[src/rtl/core/lkvc_pkg.sv]
package lkvc_pkg;

  typedef logic [1:0] op_t;

  localparam op_t OP_LOOKUP = 2'd0;
  localparam op_t OP_INSERT = 2'd1;
  localparam op_t OP_REMOVE = 2'd2;

  localparam int unsigned LIMIT_W = 8;
  localparam logic [LIMIT_W-1:0] LIMIT_RESET = 8'd100;

  localparam int unsigned KEY_W  = 64;
  localparam int unsigned DATA_W = 32;

  typedef struct packed {
    logic latch_in;
    logic cmp_en;
    logic upd_en;
    logic out_load;
  } dp_cmd_t;

endpackage

[src/rtl/core/lkvc_ctrl.sv]
module lkvc_ctrl
  import lkvc_pkg::*;
(
  input  logic    clk,
  input  logic    rst_n,
  input  logic    in_valid,
  output logic    in_ready,
  output logic    out_valid,
  input  logic    out_ready,
  output dp_cmd_t cmd
);

  typedef enum logic [1:0] {
    ST_IDLE,
    ST_CMP,
    ST_UPD,
    ST_RESP
  } state_t;

  state_t state_r, state_nxt;
  logic   out_valid_r, out_valid_nxt;
  logic   slot_free;

  assign slot_free = !out_valid_r || out_ready;

  always_comb begin
    state_nxt    = state_r;
    cmd          = '0;
    in_ready     = 1'b0;
    unique case (state_r)
      ST_IDLE: begin
        in_ready     = 1'b1;
        cmd.latch_in = in_valid;
        if (in_valid) begin
          state_nxt = ST_CMP;
        end
      end
      ST_CMP: begin
        cmd.cmp_en = 1'b1;
        state_nxt  = ST_UPD;
      end
      ST_UPD: begin
        cmd.upd_en = 1'b1;
        state_nxt  = ST_RESP;
      end
      ST_RESP: begin
        if (slot_free) begin
          cmd.out_load = 1'b1;
          state_nxt    = ST_IDLE;
        end
      end
      default: state_nxt = ST_IDLE;
    endcase
  end

  always_comb begin
    out_valid_nxt = out_valid_r;
    if (cmd.out_load) begin
      out_valid_nxt = 1'b1;
    end else if (out_ready) begin
      out_valid_nxt = 1'b0;
    end
  end

  always_ff @(posedge clk) begin
    if (!rst_n) begin
      state_r     <= ST_IDLE;
      out_valid_r <= 1'b0;
    end else begin
      state_r     <= state_nxt;
      out_valid_r <= out_valid_nxt;
    end
  end

  assign out_valid = out_valid_r;

endmodule

[config.mk]
export PLATFORM = sky130hd
export DESIGN_NAME = lkvc_ctrl
export DESIGN_NICKNAME = d
export VERILOG_FILES = /design/src/rtl/core/lkvc_pkg.sv /design/src/rtl/core/lkvc_ctrl.sv
export SDC_FILE = /design/constraint.sdc
export NUM_CORES = 1
export LEC_CHECK = 0
export BUFFER_PORTS_ARGS = -buffer_cell sky130_fd_sc_hd__buf_2
export CORE_AREA = 2 2 39 41
export DETAILED_ROUTE_END_ITERATION = 6
export DIE_AREA = 0 0 41 43
export GPL_ROUTABILITY_DRIVEN = 0
export PLACE_DENSITY = 0.45
export SKIP_CTS_REPAIR_TIMING = 1
export SYNTH_ARGS = -nofsm -noshare
export SYNTH_HDL_FRONTEND = slang
export SYNTH_SLANG_ARGS = --single-unit
[constraint.sdc]
create_clock -name clk -period 2.21 [get_ports clk]
set_clock_uncertainty 0.05 [all_clocks]
set_input_delay 0.5525 -clock clk [delete_from_list [all_inputs] [get_ports clk]]
set_output_delay 0.5525 -clock clk [all_outputs]
set_load 0.05 [all_outputs]
==> impl_metrics.yaml, run 1 <==
outcome:
  status: "completed"
sta:
  slew_headroom: 0.835
  hold_viol_final: 0
  worst_pin_slew_ns: 0.249
  drv_slew: 0
  rsz0062_at_grt: "no"
  finalCritPeriodShare: 0.847
  tns_ns: 0
  setup_violations: 0
  period_needed_ns: 1.87
  max_clock_freq_ghz: 0.534
synth:
  synth-async-reset-ratio: 0
  syn_area_um2: 209
  syn-num-nets: 30
  yosysTopAreaCell: "dfxtp_1"
  ys_ff_latch: 3
  synth_top_area_share: 0.287
  synth_common_cells: "ha_1 (4), dfxtp_1 (3), inv_1 (3), nand2_1 (2), o21a_1 (2)"
  synth.distinct_cells: 13
  yosysMostFrequentCell: "ha_1"
  ys_top_cells_by_area: "dfxtp_1 (29%), ha_1 (24%), o21a_1 (7.2%)"
  yosysWarnings: 0
  synth.avg_cell_area_um2: 9.50
  synth_flop_cell: "dfxtp_1"
  netlist_instances: 22
  yosysSeqAreaShare: 0.287
  synth-edff-count: 0
layout:
  syn_to_final_growth_pct: 40.1
  diodes: 0
  drive_gt1_frac: 0.412
  finalNonFillerCells: 50
  fin_nets: 43
clock_tree:
  cts.sinks: 3
  cts_tree: "built"
  clock_latency_ns: 0.24
  clock_path_buffers: 2
  clockRootBuffer: "clkbuf_4"
  numCtsBuffers: 3
  htree_num_levels: 1
  path_clk_slew_ns: 0.04
grt:
  grt_pass1_wl_um: 655
  grt_antenna_before_repair: 0
  grt.total_usage: 0.0643
  gr-total-overflow: 0
  grt_max_degree: 5
  grt_pass1_vias: 176
floorplanning:
  row_count: 14
  start_util: 0.151
  fp.dieH_um: 43
  core_um2: 1380
  die_w_um: 41
  die_area_um2: 1760
  io_pins: 10
detailed_routing:
  drc_errors: 0
  vias: 180
  drt_wl_total_um: 397
  wl_per_cell_um: 7.94
  vias_per_cell: 3.60
  first_pass_iters: 2
  drtIter0Drc: 2
  detail-route-antenna-nets: 0
critical_path:
  required_ns: 1.61
  crit_chain: "inv_1 > ha_1 > and2_1 > buf_2"
  max_stage_delay_ns: 0.37
  critical_path_arrival_ns: 1.27
  critical_path.slowest_cell: "dfxtp_1"
  crit_fanout: 4
  worstSetupEndpointType: "primary output"
  rr_worst_depth: 4
  worstSetupPathType: "register to primary output"
  cp-start-kind: "register"
min_path:
  min_delay_path_depth: 2
  hold_class: "register to register"
run:
  maxCapViolations: 0
place:
  dpl.hpwl_um: 305
  io_buffer_count: 9
  dp_cells: 46
flip-flops by register name, indices dropped and copies added (netlist names):
| name | flops |
|---|---|
| out_valid | 1 |
| state_r | 2 |
logic make-up after synthesis:
logic type / Yosys count / share of synthesized area
AOI/OAI and AO/OA: 4 / 0.156
adders and majority gates: 4 / 0.240
buffers and inverters: 4 / 0.0898
DFF: 3 / 0.287
muxes: 1 / 0.0479
and+or+nand+nor: 6 / 0.180
per-stage QoR:
stage	instance area (um2)	setup slack [ns]	util	hold slack (ns)
3_5_place_dp	267	0.404	0.193	0.459
6_report	293	0.338	0.212	0.452
3_3_place_gp	267	0.408	0.193	0.455
2_1_floorplan	209	0.190	-	0.418
5_1_grt	293	0.227	0.212	0.497
4_1_cts	293	0.312	0.212	0.464
final timing paths:
check	end	startpoint	slack [ns]
worst max register to register	state_r[0]$_SDFFE_PN0P_	state_r[0]$_SDFFE_PN0P_	0.97
worst min-delay path	state_r[1]$_SDFFE_PN0P_	state_r[1]$_SDFFE_PN0P_	0.45
worst max-delay path	cmd[3]	state_r[0]$_SDFFE_PN0P_	0.34
worst min register to register	state_r[1]$_SDFFE_PN0P_	state_r[1]$_SDFFE_PN0P_	0.45
area by class of cell:
cell class	instances	area (um2)
Clock buffer	4	26.3
Fill cell	157	1090
Inverter	3	11.3
Multi-Input combinational cell	15	130
Sequential cell	3	60.1
Tap cell	16	20.0
Timing Repair Buffer	9	45.0
cells in the final DEF, fill, tap and decap left out, types with 2 or more instances in the layout:
master	Yosys	final
buf_2	0	9
ha_1	4	4
inv_1	3	3
clkbuf_4	0	3
dfxtp_1	3	3
nand2_1	2	2
o21a_1	2	2
routing by layer:
metal / up-vias / share of wire / track usage
met5: - / 0 / 0
met3: 0 / 0.15 / 0.0942
met4: 0 / 0 / 0.0200
met1: 79 / 0.41 / 0.0579
li1: 93 / - / -
met2: 8 / 0.44 / 0.0781
critical path: cells and delay by family (launching register included):
family / cells / cell delay [ns]
DFF: 1 / 0.37
buffers and inverters: 2 / 0.28
adders and majority gates: 1 / 0.24
and+or+nand+nor: 1 / 0.14
Power of run 1 is not shown: default switching activity piles up to over one toggle a cycle in this logic, so the estimate is an artifact.
==> inputs of run 2 (changes only) <==
Clock period 2.21 ns to 1.8 ns, I/O delays scaled along.
==> impl_metrics.yaml, run 2 (synthesis results as in run 1) <==
detailed_routing:
  vias_per_cell: 3.76
  drtIter0Drc: 0
  first_pass_iters: 1
  drt_wl_total_um: 366
  drc_errors: 0
  vias: 188
  wl_per_cell_um: 7.32
  detail-route-antenna-nets: 0
layout:
  drive_gt1_frac: 0.529
  fin_nets: 43
  fill_cells: 157
  utilization: 0.216
  top_register: "state_r"
  regArea_um2: 62.6
  mostFrequentLayoutCells: "buf_2 (9), inv_1 (3), ha_1 (3), clkbuf_4 (3)"
  layout_commonest_cell: "buf_2"
  finalNonFillerCells: 50
  diodes: 0
  largest_register_ffs: 2
  multi_input_comb_area_um2: 134
  syn_to_final_growth_pct: 43.1
clock_tree:
  path_clk_slew_ns: 0.03
  clockRootBuffer: "clkbuf_4"
  htree_num_levels: 1
  numCtsBuffers: 3
  cts.sinks: 3
  cts_tree: "built"
  clock_latency_ns: 0.23
  clock_path_buffers: 2
critical_path:
  critical_path_arrival_ns: 1.23
  crit_fanout: 4
  cp-start-kind: "register"
  r2r-end: "state_r[0]$_SDFFE_PN0P_"
  rr_worst_depth: 4
  worstSetupPathType: "register to primary output"
  ff2ff_setup_slack_ns: 0.57
  worstSetupEndpointType: "primary output"
  required_ns: 1.30
  r2r-start: "state_r[0]$_SDFFE_PN0P_"
outcome:
  status: "completed"
grt:
  grt_antenna_before_repair: 0
  grt.total_usage: 0.0621
  busiest_layer: "met3"
  gr-total-overflow: 0
  grt_use_met1: 0.0479
  grt_max_degree: 5
  grt_pass1_vias: 167
  grtUsageMet2: 0.0719
  gr-usage-met3: 0.0785
  grt_pass1_wl_um: 607
place:
  dp_cells: 46
  io_buffer_count: 9
  place_ws_ns: 0.199
  dpl.hpwl_um: 293
floorplanning:
  core_um2: 1380
  die_area_um2: 1760
  start_util: 0.151
  fp.dieH_um: 43
  io_pins: 10
  row_count: 14
  die_w_um: 41
sta:
  hold_viol_final: 0
  slew_headroom: 0.835
  rsz0062_at_grt: "no"
  max_clock_freq_ghz: 0.579
  finalCritPeriodShare: 0.959
  setup_violations: 0
  drv_slew: 0
  worst_pin_slew_ns: 0.249
  period_needed_ns: 1.73
  tns_ns: 0
  setup_slack_ns: 0.0732
min_path:
  hold_class: "register to register"
  min_delay_path_depth: 2
  holdPathEnd: "state_r[1]$_SDFFE_PN0P_"
  min_from: "state_r[1]$_SDFFE_PN0P_"
run:
  maxCapViolations: 0
[run 2: area by class of cell]
class                   count  area share
clock buffers               4      0.0879
inverters                   3      0.0377
multi-input cells          15       0.448
flip-flops and latches      3       0.209
well taps                  16      0.0669
repair buffers              9       0.151
[run 2: worst max-delay path by stage]
stage	from	to	slack, ns	cells past startpoint
finish	state_r[0]$_SDFFE_PN0P_	cmd[3]	0.07	4
global route	state_r[0]$_SDFFE_PN0P_	cmd[3]	0.007	4
floorplan	state_r[0]$_SDFFE_PN0P_	cmd[3]	0.17	3
detailed placement	out_ready	cmd[0]	0.20	4
CTS	state_r[0]$_SDFFE_PN0P_	cmd[3]	0.02	4
global placement	out_ready	cmd[0]	0.20	4
[run 2: per-stage QoR]
stage / cell area (um2) / hold slack, ns
final: 299 / 0.430
after CTS: 297 / 0.429
after floorplan: 213 / 0.418
after detailed placement: 270 / 0.456
after global routing: 299 / 0.445
after global placement: 270 / 0.452
[run 2: per-layer routing]
| metal | share of wire | routed length [um] |
|---|---|---|
| met1 | 0.44 | 161 |
| met2 | 0.40 | 147 |
| met3 | 0.12 | 45 |
| met4 | 0.030 | 11 |
| met5 | 0 | 0 |
[run 2: critical path, stage by stage (launching register included)]
cell and delay [ns]:
dfxtp_2 0.33, inv_1 0.08, ha_2 0.21, and2_2 0.13, buf_2 0.25
Power of run 2 is left out for the same reason.
